==> config.mk <==
export PLATFORM = sky130hd
export DESIGN_NAME = slot_descriptor_ring_queue
export DESIGN_NICKNAME = d
export VERILOG_FILES = /design/src/hw/rtl/sdrq_pkg.sv /design/src/hw/rtl/slot_descriptor_ring_queue.sv /design/src/hw/rtl/sdrq_flag_mem.sv /design/src/hw/rtl/sdrq_desc_mem.sv
export SDC_FILE = /design/constraint.sdc
export NUM_CORES = 1
export LEC_CHECK = 0
export ABC_AREA = 1
export BUFFER_PORTS_ARGS = -buffer_cell sky130_fd_sc_hd__buf_2
export CAP_MARGIN = 20
export CORE_UTILIZATION = 30
export CTS_CLUSTER_SIZE = 8
export DETAILED_ROUTE_END_ITERATION = 8
export SYNTH_ARGS = -nofsm -noshare
export SYNTH_HDL_FRONTEND = slang
export SYNTH_SLANG_ARGS = --single-unit
==> constraint.sdc <==
create_clock -name clk -period 4.9 [get_ports clk]
set_clock_uncertainty 0.2 [all_clocks]
set_input_delay 0.49 -clock clk [delete_from_list [all_inputs] [get_ports clk]]
set_output_delay 0.49 -clock clk [all_outputs]
set_load 0.01 [all_outputs]
==> src/hw/rtl/sdrq_pkg.sv <==
// Shared ring dimensions, operation codes and port widths of the slot descriptor ring queue.
package sdrq_pkg;

    localparam int DEPTH     = 16;
    localparam int SIZE_BITS = 16;

    localparam int FUNC_W  = 3;
    localparam int SIZE_W  = SIZE_BITS;
    localparam int IDX_W   = $clog2(DEPTH);
    localparam int COUNT_W = $clog2(DEPTH + 1);
    localparam int QLEN_W  = 5;

    localparam logic [QLEN_W-1:0] QLEN_RESET = QLEN_W'(DEPTH);

    localparam logic [FUNC_W-1:0] FUNC_RESERVE     = 3'd0;
    localparam logic [FUNC_W-1:0] FUNC_COMMIT      = 3'd1;
    localparam logic [FUNC_W-1:0] FUNC_PEEK_OLDEST = 3'd2;
    localparam logic [FUNC_W-1:0] FUNC_PEEK_NEWEST = 3'd3;
    localparam logic [FUNC_W-1:0] FUNC_POP         = 3'd4;
    localparam logic [FUNC_W-1:0] FUNC_FLUSH       = 3'd5;

endpackage

==> src/hw/rtl/slot_descriptor_ring_queue.sv <==
// Top level of the slot descriptor ring queue: sequencer, position registers and memories.
//
// A command is taken at a clock edge where start is high and busy is low. Each result is
// presented for exactly one cycle with done high, in the cycle after the sequencer forms it;
// the receiver cannot stall, so every result must be captured when done is high. Reserve,
// commit, peek oldest, pop and unknown codes first read the slot flags and descriptor
// from the synchronous memories, then update them and form the result.
// Peek newest adds a step for each discarded older entry, and flush a step for each
// drained entry, since each step rereads the memories at the new read position; flush
// delivers one free request transfer per drained pointer entry and then a closing transfer
// with last high. After reset the block runs a clearing pass over the full flags with busy
// high; queue_length writes are taken at any time through cfg_we and cfg_wdata, but should
// only be made while the block is idle. The fill count reports the true number of full
// slots, so a full ring reads its length.
module slot_descriptor_ring_queue (
    input  logic                         clk,
    input  logic                         rst_n,
    input  logic                         start,
    output logic                         busy,
    input  logic [sdrq_pkg::FUNC_W-1:0]  func,
    input  logic [sdrq_pkg::SIZE_W-1:0]  item_size,
    input  logic                         item_is_pointer,
    input  logic                         cfg_we,
    input  logic [sdrq_pkg::QLEN_W-1:0]  cfg_wdata,
    output logic                         done,
    output logic                         ok,
    output logic [sdrq_pkg::IDX_W-1:0]   slot_index,
    output logic [sdrq_pkg::SIZE_W-1:0]  entry_size,
    output logic                         entry_is_pointer,
    output logic [sdrq_pkg::COUNT_W-1:0] fill_count,
    output logic                         free_request,
    output logic                         last
);

    import sdrq_pkg::*;

    localparam int AW  = $clog2(DEPTH);
    localparam int AW1 = AW + 1;
    localparam int LW  = $clog2(DEPTH + 1);
    localparam int CW  = $clog2(DEPTH + 1);

    localparam logic [1:0] ST_CLEAR = 2'd0;
    localparam logic [1:0] ST_IDLE  = 2'd1;
    localparam logic [1:0] ST_EXEC  = 2'd2;

    // Control state.
    logic [1:0]        state_reg, state_next;
    logic [AW-1:0]     clr_reg, clr_next;
    logic [AW-1:0]     rpos_reg, rpos_next;
    logic [AW-1:0]     wpos_reg, wpos_next;
    logic [CW-1:0]     count_reg, count_next;
    logic [QLEN_W-1:0] qlen_reg;
    logic              done_reg, done_next;

    // Command captured at acceptance.
    logic [FUNC_W-1:0]    func_reg;
    logic [SIZE_BITS-1:0] size_reg;
    logic                 ptr_reg;

    // Result payload.
    logic               ok_reg, ok_next;
    logic [IDX_W-1:0]   idx_reg, idx_next;
    logic [SIZE_W-1:0]  esize_reg, esize_next;
    logic               eptr_reg, eptr_next;
    logic [COUNT_W-1:0] fill_reg, fill_next;
    logic               free_reg, free_next;
    logic               last_reg, last_next;

    // Memory ports.
    logic                 flag_we, flag_wdata, flag_ra_data, flag_rb_data;
    logic [AW-1:0]        flag_waddr, flag_ra_addr, flag_rb_addr;
    logic                 desc_we, desc_rptr;
    logic [AW-1:0]        desc_raddr;
    logic [SIZE_BITS-1:0] desc_rsize;

    logic [LW-1:0] ring_len;
    logic [AW-1:0] rpos_inc, rpos_inc2, wpos_inc;
    logic [CW-1:0] count_dec;
    logic          accept;

    function automatic logic [AW-1:0] ring_step(input logic [AW-1:0] p, input logic [LW-1:0] len);
        logic [AW1-1:0] n;
        n = {1'b0, p} + AW1'(1);
        if (n >= AW1'(len))
        begin
            return '0;
        end
        return n[AW-1:0];
    endfunction

    sdrq_flag_mem #(
        .DEPTH (DEPTH),
        .AW    (AW)
    ) u_flag_mem (
        .clk     (clk),
        .we      (flag_we),
        .waddr   (flag_waddr),
        .wdata   (flag_wdata),
        .raddr_a (flag_ra_addr),
        .rdata_a (flag_ra_data),
        .raddr_b (flag_rb_addr),
        .rdata_b (flag_rb_data)
    );

    sdrq_desc_mem #(
        .DEPTH     (DEPTH),
        .AW        (AW),
        .SIZE_BITS (SIZE_BITS)
    ) u_desc_mem (
        .clk   (clk),
        .we    (desc_we),
        .waddr (wpos_reg),
        .wsize (size_reg),
        .wptr  (ptr_reg),
        .raddr (desc_raddr),
        .rsize (desc_rsize),
        .rptr  (desc_rptr)
    );

    // A length of zero acts as one slot and lengths beyond the ring act as the full ring.
    always_comb
    begin
        if (qlen_reg == '0)
        begin
            ring_len = LW'(1);
        end
        else if (int'(qlen_reg) > DEPTH)
        begin
            ring_len = LW'(DEPTH);
        end
        else
        begin
            ring_len = LW'(qlen_reg);
        end
    end

    assign rpos_inc  = ring_step(rpos_reg, ring_len);
    assign rpos_inc2 = ring_step(rpos_inc, ring_len);
    assign wpos_inc  = ring_step(wpos_reg, ring_len);
    assign count_dec = (count_reg != '0) ? count_reg - CW'(1) : count_reg;
    assign accept    = start && (state_reg == ST_IDLE);
    assign busy      = (state_reg != ST_IDLE);

    always_comb
    begin
        state_next   = state_reg;
        clr_next     = clr_reg;
        rpos_next    = rpos_reg;
        wpos_next    = wpos_reg;
        count_next   = count_reg;
        flag_we      = 1'b0;
        flag_waddr   = rpos_reg;
        flag_wdata   = 1'b0;
        flag_ra_addr = rpos_reg;
        flag_rb_addr = rpos_inc;
        desc_we      = 1'b0;
        desc_raddr   = rpos_reg;
        done_next    = 1'b0;
        ok_next      = 1'b0;
        idx_next     = IDX_W'(rpos_reg);
        esize_next   = '0;
        eptr_next    = 1'b0;
        free_next    = 1'b0;
        last_next    = 1'b1;

        unique case (state_reg)
            ST_CLEAR:
            begin
                flag_we    = 1'b1;
                flag_waddr = clr_reg;
                clr_next   = clr_reg + AW'(1);
                if (clr_reg == AW'(DEPTH - 1))
                begin
                    state_next = ST_IDLE;
                end
            end
            ST_IDLE:
            begin
                if ((func == FUNC_RESERVE) || (func == FUNC_COMMIT))
                begin
                    flag_ra_addr = wpos_reg;
                end
                if (accept)
                begin
                    state_next = ST_EXEC;
                end
            end
            ST_EXEC:
            begin
                // Flag port A holds the addressed slot, port B the read slot's successor.
                unique case (func_reg)
                    FUNC_RESERVE:
                    begin
                        done_next  = 1'b1;
                        ok_next    = !flag_ra_data;
                        idx_next   = IDX_W'(wpos_reg);
                        state_next = ST_IDLE;
                    end
                    FUNC_COMMIT:
                    begin
                        done_next  = 1'b1;
                        idx_next   = IDX_W'(wpos_reg);
                        state_next = ST_IDLE;
                        if (size_reg == '0)
                        begin
                            ok_next = 1'b1;
                        end
                        else if (!flag_ra_data)
                        begin
                            ok_next    = 1'b1;
                            esize_next = SIZE_W'(size_reg);
                            eptr_next  = ptr_reg;
                            flag_we    = 1'b1;
                            flag_waddr = wpos_reg;
                            flag_wdata = 1'b1;
                            desc_we    = 1'b1;
                            wpos_next  = wpos_inc;
                            count_next = count_reg + CW'(1);
                        end
                    end
                    FUNC_POP:
                    begin
                        done_next  = 1'b1;
                        state_next = ST_IDLE;
                        if (flag_ra_data)
                        begin
                            ok_next    = 1'b1;
                            esize_next = SIZE_W'(desc_rsize);
                            eptr_next  = desc_rptr;
                            flag_we    = 1'b1;
                            rpos_next  = rpos_inc;
                            count_next = count_dec;
                        end
                    end
                    FUNC_PEEK_NEWEST, FUNC_PEEK_OLDEST:
                    begin
                        if ((func_reg == FUNC_PEEK_NEWEST) && flag_ra_data && flag_rb_data
                            && (rpos_inc != rpos_reg))
                        begin
                            // Discard the older entry and reread at the new read slot.
                            flag_we      = 1'b1;
                            rpos_next    = rpos_inc;
                            count_next   = count_dec;
                            flag_ra_addr = rpos_inc;
                            flag_rb_addr = rpos_inc2;
                            desc_raddr   = rpos_inc;
                        end
                        else
                        begin
                            done_next  = 1'b1;
                            state_next = ST_IDLE;
                            if (flag_ra_data)
                            begin
                                ok_next    = 1'b1;
                                esize_next = SIZE_W'(desc_rsize);
                                eptr_next  = desc_rptr;
                            end
                        end
                    end
                    FUNC_FLUSH:
                    begin
                        ok_next = 1'b1;
                        if (flag_ra_data)
                        begin
                            flag_we      = 1'b1;
                            rpos_next    = rpos_inc;
                            count_next   = count_dec;
                            flag_ra_addr = rpos_inc;
                            flag_rb_addr = rpos_inc2;
                            desc_raddr   = rpos_inc;
                            done_next    = desc_rptr;
                            esize_next   = SIZE_W'(desc_rsize);
                            eptr_next    = 1'b1;
                            free_next    = 1'b1;
                            last_next    = 1'b0;
                        end
                        else
                        begin
                            done_next  = 1'b1;
                            state_next = ST_IDLE;
                        end
                    end
                    default:
                    begin
                        done_next  = 1'b1;
                        state_next = ST_IDLE;
                    end
                endcase
            end
            default:
            begin
                state_next = ST_IDLE;
            end
        endcase

        fill_next = COUNT_W'(count_next);
    end

    always_ff @(posedge clk or negedge rst_n)
    begin
        if (!rst_n)
        begin
            state_reg <= ST_CLEAR;
            clr_reg   <= '0;
            rpos_reg  <= '0;
            wpos_reg  <= '0;
            count_reg <= '0;
            qlen_reg  <= QLEN_RESET;
            done_reg  <= 1'b0;
        end
        else
        begin
            state_reg <= state_next;
            clr_reg   <= clr_next;
            rpos_reg  <= rpos_next;
            wpos_reg  <= wpos_next;
            count_reg <= count_next;
            done_reg  <= done_next;
            if (cfg_we)
            begin
                qlen_reg <= cfg_wdata;
            end
        end
    end

    always_ff @(posedge clk)
    begin
        if (accept)
        begin
            func_reg <= func;
            size_reg <= SIZE_BITS'(item_size);
            ptr_reg  <= item_is_pointer;
        end
        if (done_next)
        begin
            ok_reg    <= ok_next;
            idx_reg   <= idx_next;
            esize_reg <= esize_next;
            eptr_reg  <= eptr_next;
            fill_reg  <= fill_next;
            free_reg  <= free_next;
            last_reg  <= last_next;
        end
    end

    assign done             = done_reg;
    assign ok               = ok_reg;
    assign slot_index       = idx_reg;
    assign entry_size       = esize_reg;
    assign entry_is_pointer = eptr_reg;
    assign fill_count       = fill_reg;
    assign free_request     = free_reg;
    assign last             = last_reg;

endmodule

==> src/hw/rtl/sdrq_flag_mem.sv <==
// Slot full-flag memory: one write port, two registered read ports with write forwarding.
module sdrq_flag_mem #(
    parameter int DEPTH = 16,
    parameter int AW    = 4
) (
    input  logic          clk,
    input  logic          we,
    input  logic [AW-1:0] waddr,
    input  logic          wdata,
    input  logic [AW-1:0] raddr_a,
    output logic          rdata_a,
    input  logic [AW-1:0] raddr_b,
    output logic          rdata_b
);

    logic mem [DEPTH];

    always_ff @(posedge clk)
    begin
        if (we)
        begin
            mem[waddr] <= wdata;
        end
    end

    // A read of the entry written at the same edge returns the new value.
    always_ff @(posedge clk)
    begin
        rdata_a <= (we && (waddr == raddr_a)) ? wdata : mem[raddr_a];
        rdata_b <= (we && (waddr == raddr_b)) ? wdata : mem[raddr_b];
    end

endmodule

==> src/hw/rtl/sdrq_desc_mem.sv <==
// Slot descriptor memory holding the byte size and pointer flag of each slot.
module sdrq_desc_mem #(
    parameter int DEPTH     = 16,
    parameter int AW        = 4,
    parameter int SIZE_BITS = 16
) (
    input  logic                 clk,
    input  logic                 we,
    input  logic [AW-1:0]        waddr,
    input  logic [SIZE_BITS-1:0] wsize,
    input  logic                 wptr,
    input  logic [AW-1:0]        raddr,
    output logic [SIZE_BITS-1:0] rsize,
    output logic                 rptr
);

    logic [SIZE_BITS:0] mem [DEPTH];

    always_ff @(posedge clk)
    begin
        if (we)
        begin
            mem[waddr] <= {wptr, wsize};
        end
    end

    always_ff @(posedge clk)
    begin
        {rptr, rsize} <= mem[raddr];
    end

endmodule

==> results of run 1 <==
-- timing repair --
item,4_1_cts,5_1_grt
resized for setup,0,0
hold buffers,29,0
endpoints found under the hold margin,49,0
-- through the flow --
step	cells	area, um2
3_5_place_dp	2392	18470
4_1_cts	2522	20370
5_1_grt	2523	20400
3_3_place_gp	2392	18470
6_report	2523	20400
2_1_floorplan	1609	17150
-- cell usage after synthesis (all sizes together), types with 2 or more instances --
| cell type | instances |
|---|---|
| dfrtp | 24 |
| ha | 27 |
| o22ai | 4 |
| dfxtp | 25 |
| o221ai | 2 |
| nand2 | 392 |
| o21bai | 5 |
| xor2 | 10 |
| nand4 | 3 |
| inv | 113 |
| buf | 66 |
| o21ai | 65 |
| nor3 | 7 |
| edfxtp | 337 |
| clkbuf | 17 |
| nor2 | 64 |
| nor4 | 4 |
| o21a | 2 |
| a21oi | 21 |
| nand3 | 398 |
| a211oi | 2 |
| a31oi | 7 |
| o211ai | 5 |
-- layout make-up --
cell class	instances	area share, %
Clock buffer	97	7.414
Sequential cell	387	55.13
Multi-Input combinational cell	1025	24.88
Inverter	114	2.110
Tap cell	756	4.636
Clock inverter	4	0.5213
Timing Repair Buffer	140	5.311
-- power breakdown --
part	switching (mW)	leakage [nW]	internal [mW]
logic	3.18	3.51	1.47
clock network	1.42	0.760	2.13
registers	0.230	3.56	4.02
-- routing by layer --
layer  up-vias  wire, um  global-route usage [%]
li1       5859         -                       -
met1      6099     20840                   21.85
met2       407     21930                   26.25
met3        67      3289                   3.466
met4         0       963                   4.584
met5         -         0                       0
-- worst max-delay path: stages (launching register included) --
cell and delay (ps):
dfrtp_1 580, ha_1 250, xor2_1 270, ha_1 300
a21oi_1 170, o21bai_1 80, nor2_1 220, nand2_1 190
inv_1 130, ha_1 190, xor2_1 190, inv_1 70
ha_1 290, o21a_1 100, o21ai_0 140, nand2_1 70
a211oi_1 310, nand2_1 150, nand2_1 80, o21ai_0 70
inv_1 60
-- kinds of logic (layout without fill, tap and decap cells) --
group	Yosys count	in the layout
flops	387	387
buf+inv	197	355
simple gates	868	868
fa+ha+maj	27	27
xor+xnor	11	11
mux	1	1
compound gates	118	118
-- final timing paths --
path | cells past startpoint | start | to | slack [ps]
setup / recovery | 20 | rpos_reg[0] | flop | 710
hold / removal | 2 | cfg_we | qlen_reg[2] | 40
setup reg to reg | 20 | rpos_reg[0] | flop | 710
hold reg to reg | 1 | clr_reg[0] | clr_reg[0] | 310
max in group asynchronous | 2 | rst_n | count_reg[4] | 3750
min in group asynchronous | 2 | rst_n | rpos_reg[2] | 290
==> results.sh, run 1 <==
export IMPL_worst_slack_ps=709.9
export IMPL_routed_via_count=12430
export IMPL_fin_hold_ws_ps=37.79
export IMPL_p_per_area_nw_per_um2=609.9
export IMPL_crit_arrival_ps=4530
export IMPL_drtIter0Drc=1188
export IMPL_irDropWorstVdd_mv=0.2611
export IMPL_hpwl_mm=28.43
export IMPL_cp_required_ps=5240
export IMPL_antenna_cells=0
export IMPL_clock_latency_ps=620
export IMPL_regArea_um2=11250
export IMPL_fmax_mhz=238.7
export IMPL_drv_slew=0
export IMPL_cp_max_fo=10
export IMPL_cts_root_buf="clkbuf_16"
export IMPL_setup_violations=0
export IMPL_pre_cts_ws_ps=809.6
export IMPL_yosysTopAreaCell="edfxtp_1"
export IMPL_fin_nets=1778
export IMPL_leakage_nw=7.827
export IMPL_ant_nets=0
export IMPL_start_kind="flop"
export IMPL_post_cts_buffers=0
export IMPL_netlist_area_um2=17150
export IMPL_netlist_instances=1609
export IMPL_hp_class="in -> reg"
export IMPL_grtUsageTotal_pct=16.23
export IMPL_cts_htree_levels=2
export IMPL_n_fill_cell=5607
export IMPL_slew_headroom_pct=40.51
export IMPL_max_cap_violations=0
export IMPL_die_width_um=241.1
export IMPL_rsz0062_at_grt="no"
export IMPL_synth_mux_area_fraction_pct=0.06565
export IMPL_cp_end_kind="flop"
export IMPL_wire_per_inst_um=18.64
export IMPL_pin_count=60
export IMPL_fin_setup_tns_ps=0
export IMPL_largest_reg_flops=272
export IMPL_outcome="complete, no violations"
export IMPL_seq_area_frac_synth_pct=65.57
export IMPL_synth_edf_count=337
export IMPL_synth_top_area_share_pct=59.00
export IMPL_clk_pin_slew_ps=50
export IMPL_initial_utilization_pct=30.42
export IMPL_clock_sinks=387
export IMPL_clk_path_buf_depth=3
export IMPL_synth_avg_cell_area_um2=10.66
export IMPL_ys_flop_type="edfxtp_1"
export IMPL_port_buffers=59
export IMPL_grt_first_pass_wirelength_mm=71.34
export IMPL_hold_violations=0
export IMPL_synth_top_family_by_area="simple AND/OR/NAND/NOR gates"
export IMPL_synth_compound_area_share_pct=4.041
export IMPL_grt_max_degree=138
export IMPL_dieHeight_um=241.1
export IMPL_fp_row_count=87
export IMPL_gp_congestion=0.8659
export IMPL_vias_per_cell=4.927
export IMPL_cts_tree="built"
export IMPL_crit_type="reg -> reg"
export IMPL_first_global_vias=11930
export IMPL_synth_area_leaders="edfxtp_1, nand3_1, nand2_1, dfrtp_1, dfxtp_1"
export IMPL_drive_above_1_share_pct=12.00
export IMPL_fin_crit_sh_pct=85.51
export IMPL_final_min_clock_period_ps=4190
export IMPL_ys_ff_latch=387
export IMPL_area_growth_pct=18.94
export IMPL_final_cell_mix="nand3_1, nand2_1, edfxtp_1"
export IMPL_antenna_found_initial=0
export IMPL_die_area_um2=58140
export IMPL_synth_adder_area_share_pct=1.970
export IMPL_tightest_slew_ps=888.9
export IMPL_yosys_warnings=0
export IMPL_synthSimpleGateAreaFrac_pct=22.46
export IMPL_drt_wl_total_mm=47.02
export IMPL_synth_nets=1665
export IMPL_synth_xor_area_share_pct=0.5617
export IMPL_total_power_mw=12.44
export IMPL_utilization_pct=36.18
export IMPL_final_common_cell="nand3_1"
export IMPL_drc=0
export IMPL_core_area_um2=56390
export IMPL_multi_input_area_um2=5076
export IMPL_cts_buffers=54
export IMPL_first_pass_iters=7
export IMPL_async_reset_ff_share_pct=6.460
export IMPL_grt_overflow_total=0
export IMPL_regMostFlops="u_desc_mem.mem"
export IMPL_synth_cell_type_count=47
Note: power is estimated with default switching activity, not from simulation.
==> inputs of run 2 (changes only) <==
--- a/config.mk
+++ b/config.mk
@@ -6,11 +6,11 @@
 export NUM_CORES = 1
 export LEC_CHECK = 0
 export ABC_AREA = 1
-export BUFFER_PORTS_ARGS = -buffer_cell sky130_fd_sc_hd__buf_2
 export CAP_MARGIN = 20
 export CORE_UTILIZATION = 30
 export CTS_CLUSTER_SIZE = 8
 export DETAILED_ROUTE_END_ITERATION = 8
+export DONT_BUFFER_PORTS = 1
 export SYNTH_ARGS = -nofsm -noshare
 export SYNTH_HDL_FRONTEND = slang
 export SYNTH_SLANG_ARGS = --single-unit
==> results.sh, run 2 (synthesis gave the netlist of run 1 again) <==
export IMPL_final_cell_mix="nand3_1, nand2_1, edfxtp_1"
export IMPL_max_cap_violations=0
export IMPL_first_pass_iters=6
export IMPL_fin_crit_sh_pct=86.64
export IMPL_worst_slack_ps=654.4
export IMPL_largest_reg_flops=272
export IMPL_fp_row_count=87
export IMPL_fin_cells=2464
export IMPL_fin_area_um2=20090
export IMPL_crit_type="reg -> reg"
export IMPL_drtIter0Drc=1302
export IMPL_tightest_slew_ps=1049
export IMPL_grt_overflow_total=0
export IMPL_slew_headroom_pct=30.06
export IMPL_cts_hold_buf=29
export IMPL_clk_path_buf_depth=3
export IMPL_crit_path_end="u_desc_mem.rsize[10]"
export IMPL_cpPeakStageDelay_ps=620
export IMPL_grtUsageTotal_pct=16.71
export IMPL_p_per_area_nw_per_um2=616.2
export IMPL_pre_cts_ws_ps=739.6
export IMPL_rsz0062_at_grt="no"
export IMPL_cp_required_ps=5250
export IMPL_setup_violations=0
export IMPL_timing_rr_start="rpos_reg[0]"
export IMPL_final_common_cell="nand3_1"
export IMPL_clk_pin_slew_ps=60
export IMPL_start_kind="flop"
export IMPL_r2r_cells=21
export IMPL_critPathBufInv=2
export IMPL_fin_nets=1721
export IMPL_pin_count=60
export IMPL_port_buffers=0
export IMPL_total_power_mw=12.38
export IMPL_hp_class="in -> reg"
export IMPL_p_int_mw=7.544
export IMPL_hold_violations=0
export IMPL_area_growth_pct=17.10
export IMPL_core_area_um2=56390
export IMPL_ctsResizeCount=0
export IMPL_vias_per_cell=5.009
export IMPL_clock_latency_ps=620
export IMPL_fin_hold_ws_ps=88.83
export IMPL_p_sw_mw=4.833
export IMPL_crit_chain="ha_1 -> xor2_1 -> ha_1 -> a21oi_1 -> o21bai_1 -> nor2_1 -> nand2_1 -> nand3_1 -> nand3_1 -> nand2_1 -> inv_1 -> nand2_1 -> nand2_4 -> nand2_4 -> buf_4 -> nand2_1 -> nand3_1 -> nand3_1 -> nand2_1 -> nand2_1 -> nand2_1"
export IMPL_post_cts_buffers=0
export IMPL_regArea_um2=11250
export IMPL_die_area_um2=58140
export IMPL_placed_cells=2336
export IMPL_cp_end_kind="flop"
export IMPL_utilization_pct=35.62
export IMPL_ant_nets=0
export IMPL_dieHeight_um=241.1
export IMPL_initial_utilization_pct=30.42
export IMPL_fmax_mhz=235.5
export IMPL_regMostFlops="u_desc_mem.mem"
export IMPL_p_comb_share_pct=36.8
export IMPL_r2r_slack_ps=650
export IMPL_die_width_um=241.1
export IMPL_r2r_end="u_desc_mem.rsize[10]"
export IMPL_p_clk_share_pct=28.4
export IMPL_crit_cells=21
export IMPL_cts_root_buf="clkbuf_16"
export IMPL_clock_sinks=387
export IMPL_sw_frac_of_total_pct=39.05
export IMPL_routed_via_count=12340
export IMPL_cts_buffers=54
export IMPL_n_fill_cell=5663
export IMPL_grt_max_degree=138
export IMPL_power_frac_seq_pct=34.8
export IMPL_drc=0
export IMPL_gp_congestion=0.9112
export IMPL_cts_tree="built"
export IMPL_critPathTopFamily="simple AND/OR/NAND/NOR gates"
export IMPL_crit_arrival_ps=4590
export IMPL_irDropWorstVdd_mv=0.3153
export IMPL_wire_per_inst_um=19.52
export IMPL_cp_slowest_cell="dfrtp_1"
export IMPL_fin_setup_tns_ps=0
export IMPL_hpwl_mm=29.00
export IMPL_final_min_clock_period_ps=4246
export IMPL_worstSetupStartpoint="rpos_reg[0]"
export IMPL_outcome="complete, no violations"
export IMPL_drv_slew=0
export IMPL_postPlaceCellArea_um2=18180
export IMPL_grt_first_pass_wirelength_mm=73.20
export IMPL_cp_common_cell="nand2_1"
export IMPL_antenna_found_initial=0
export IMPL_leakage_nw=7.595
export IMPL_cts_htree_levels=2
export IMPL_drive_above_1_share_pct=9.192
export IMPL_cp_max_fo=47
export IMPL_antenna_cells=0
export IMPL_multi_input_area_um2=5076
export IMPL_first_global_vias=12080
export IMPL_drt_wl_total_mm=48.10
-- run 2: changes by cell type in the layout (fill, tap and decap cells not counted) --
cell,previous run,this run
buf_16,1,0
buf_2,59,0
bufinv_16,1,0
dlygate4sd3_1,29,28
buf_4,44,48
clkbuf_8,0,2
clkbuf_1,43,40
-- run 2: layer usage --
layer  part of all wire (%)  wire length, um  vias up  track usage, %
met1                     43            20920     5998           22.78
met4                    2.7             1313        0           5.447
li1                       -                -     5749               -
met2                     46            22150      507           27.01
met5                      0                0        -               0
met3                    7.7             3717       89           2.722
-- run 2: layout make-up --
type	instances	area share [%]
clock inverters	3	0.3800
inverters	114	2.143
flip-flops and latches	387	56.00
repair buffers	83	3.887
well taps	756	4.709
clock buffers	96	7.612
multi-input cells	1025	25.27
-- run 2: worst min-delay path by stage --
| stage | startpoint | end | slack, ps | depth (start not counted) |
|---|---|---|---|---|
| floorplan | rst_n | clr_reg[0] | -6 | 0 |
| global placement | rst_n | clr_reg[3] | -4 | 0 |
| detailed placement | rst_n | clr_reg[3] | -4 | 0 |
| CTS | func[1] | flop | 60 | 3 |
| global route | func[1] | flop | 150 | 3 |
| finish | func[1] | flop | 90 | 3 |
-- run 2: power by group through the flow --
| stage | Combinational (mW) | Sequential, mW | Clock [mW] |
|---|---|---|---|
| global route | 5.07 | 4.34 | 3.71 |
| finish | 4.56 | 4.31 | 3.52 |
| global placement | 4.46 | 4.36 | 0 |
| detailed placement | 4.49 | 4.37 | 0 |
| CTS | 4.53 | 4.31 | 3.58 |
| floorplan | 3.28 | 4.27 | 0 |
-- run 2: worst reg2reg max path, delay by kind of cell, from the launching register on --
family          cells  cell delay (ps)
simple gates       14             1850
compound gates      2              260
fa+ha+maj           2              570
xor+xnor            1              250
flops               1              620
buf+inv             2              450
==> inputs of run 3 (changes only) <==
==> constraint.sdc (replaced) <==
create_clock -name clk -period 4.5 [get_ports clk]
set_clock_uncertainty 0.2 [all_clocks]
set_input_delay 0.9 -clock clk [delete_from_list [all_inputs] [get_ports clk]]
set_output_delay 0.9 -clock clk [all_outputs]
set_load 0.01 [all_outputs]
==> results.sh, run 3 (synthesis gave the netlist of run 1 again) <==
export IMPL_hold_path_depth=0
export IMPL_cp_required_ps=4840
export IMPL_outcome="complete, no violations"
export IMPL_cp_max_fo=6
export IMPL_clock_sinks=387
export IMPL_grt_overflow_total=0
export IMPL_dieHeight_um=241.1
export IMPL_rsz0062_at_grt="no"
export IMPL_drt_wl_total_mm=47.54
export IMPL_pin_count=60
export IMPL_port_buffers=0
export IMPL_cts_buffers=54
export IMPL_hold_violations=0
export IMPL_drtIter0Drc=1320
export IMPL_fin_nets=1694
export IMPL_fin_cells=2439
export IMPL_grt_max_degree=138
export IMPL_cp_end_kind="flop"
export IMPL_first_pass_iters=6
export IMPL_final_min_clock_period_ps=4004
export IMPL_p_clk_share_pct=28.4
export IMPL_irDropWorstVdd_mv=0.3537
export IMPL_gp_congestion=0.9648
export IMPL_fmax_mhz=249.8
export IMPL_power_frac_seq_pct=34.4
export IMPL_drv_slew=0
export IMPL_grtUsageTotal_pct=16.67
export IMPL_sw_frac_of_total_pct=39.13
export IMPL_antenna_cells=0
export IMPL_hpwl_mm=28.16
export IMPL_initial_utilization_pct=30.42
export IMPL_fin_setup_tns_ps=0
export IMPL_routed_via_count=12270
export IMPL_multi_input_area_um2=5076
export IMPL_wire_per_inst_um=19.49
export IMPL_fp_row_count=87
export IMPL_clk_pin_slew_ps=50
export IMPL_cts_htree_levels=2
export IMPL_p_comb_share_pct=37.2
export IMPL_leakage_nw=7.505
export IMPL_n_fill_cell=5669
export IMPL_regMostFlops="u_desc_mem.mem"
export IMPL_placed_cells=2335
export IMPL_regArea_um2=11250
export IMPL_p_per_area_nw_per_um2=683.8
export IMPL_fin_crit_sh_pct=88.97
export IMPL_cts_tree="built"
export IMPL_p_sw_mw=5.323
export IMPL_core_area_um2=56390
export IMPL_drc=0
export IMPL_p_int_mw=8.280
export IMPL_die_width_um=241.1
export IMPL_cts_root_buf="clkbuf_16"
export IMPL_crit_arrival_ps=4340
export IMPL_ant_nets=0
export IMPL_first_global_vias=11820
export IMPL_final_cell_mix="nand3_1, nand2_1, edfxtp_1"
export IMPL_tightest_slew_ps=785.6
export IMPL_crit_type="reg -> reg"
export IMPL_hp_class="in -> reg"
export IMPL_die_area_um2=58140
export IMPL_r2r_cells=21
export IMPL_max_cap_violations=0
export IMPL_final_common_cell="nand3_1"
export IMPL_setup_violations=0
export IMPL_largest_reg_flops=272
export IMPL_antenna_found_initial=1
export IMPL_start_kind="flop"
export IMPL_slew_headroom_pct=47.63
export IMPL_clk_path_buf_depth=3
export IMPL_drive_above_1_share_pct=9.329
export IMPL_vias_per_cell=5.032
export IMPL_area_growth_pct=15.97
export IMPL_grt_first_pass_wirelength_mm=73.15
export IMPL_clock_latency_ps=630
==> run 3: cell types whose count changed in the layout (fill, tap and decap cells not counted), moves of 2 or more <==
cell,change
buf_12,+3
buf_4,-4
clkbuf_1,+3
clkbuf_8,-2
dlygate4sd3_1,-27
==> run 3: per-stage QoR <==
step | power [mW] | hold slack (ps) | cell area [um2] | utilization, % | worst slack, ps
final | 13.60 | 167.1 | 19890 | 35.28 | 496.4
after floorplan | 8.222 | 263.9 | 17150 | - | 405.2
after global routing | 14.48 | 140.8 | 19890 | 35.28 | 56.81
after detailed placement | 9.735 | 299.3 | 18210 | 32.29 | 482.3
after global placement | 9.702 | 292.1 | 18210 | 32.29 | 593.9
after CTS | 13.64 | 133.4 | 19860 | 35.23 | 443.7
==> run 3: final timing paths <==
path,startpoint,to,slack [ps]
worst max-delay path,rpos_reg[0],flop,500
worst min-delay path,item_size[7],size_reg[7],170
worst max register to register,rpos_reg[0],flop,500
worst min register to register,clr_reg[0],clr_reg[0],310
min in group asynchronous,rst_n,wpos_reg[1],570
max in group asynchronous,rst_n,qlen_reg[4],3290
==> run 3: cell type report <==
type,count,share of cell area [%]
Multi-Input combinational cell,1025,25.52
Clock buffer,97,7.605
Clock inverter,4,0.5535
Inverter,114,2.164
Tap cell,756,4.755
Sequential cell,387,56.55
Timing Repair Buffer,56,2.856
==> run 3: worst max-delay path, cell delays in order (launching register included) <==
cell,delay [ps]
dfrtp_1,460
ha_1,260
xor2_1,270
ha_1,300
nand2_1,70
nor2_1,40
o21ai_0,70
nand2_1,80
nor2_1,230
nand2_1,180
inv_1,130
ha_1,260
ha_1,310
a21boi_0,130
o21a_1,170
o21ai_0,130
nand2_1,70
a211oi_1,260
nand2_1,140
nand2_1,70
o21ai_0,70
inv_1,50
==> run 3: power groups by stage <==
| stage | sequential, mW | clock (mW) | combinational [mW] |
|---|---|---|---|
| floorplan | 4.65 | 0 | 3.57 |
| global placement | 4.75 | 0 | 4.95 |
| detailed placement | 4.75 | 0 | 4.98 |
| CTS | 4.68 | 3.94 | 5.02 |
| global route | 4.73 | 4.10 | 5.65 |
| finish | 4.68 | 3.86 | 5.06 |
==> run 3: repair_timing <==
item,4_1_cts,5_1_grt
endpoints found under the hold margin,25,0
gates resized for setup,0,1
hold buffers,2,0
setup endpoints to repair,0,2
setup buffers,0,0
==> run 3: routing by layer <==
layer	track usage [%]	part of all wire (%)	wire [um]	vias to the layer above
li1	-	-	-	5691
met1	23.59	44	20890	5940
met2	25.43	45	21540	557
met3	3.386	8.4	3989	82
met4	5.313	2.3	1102	2
met5	0	0.027	13	-
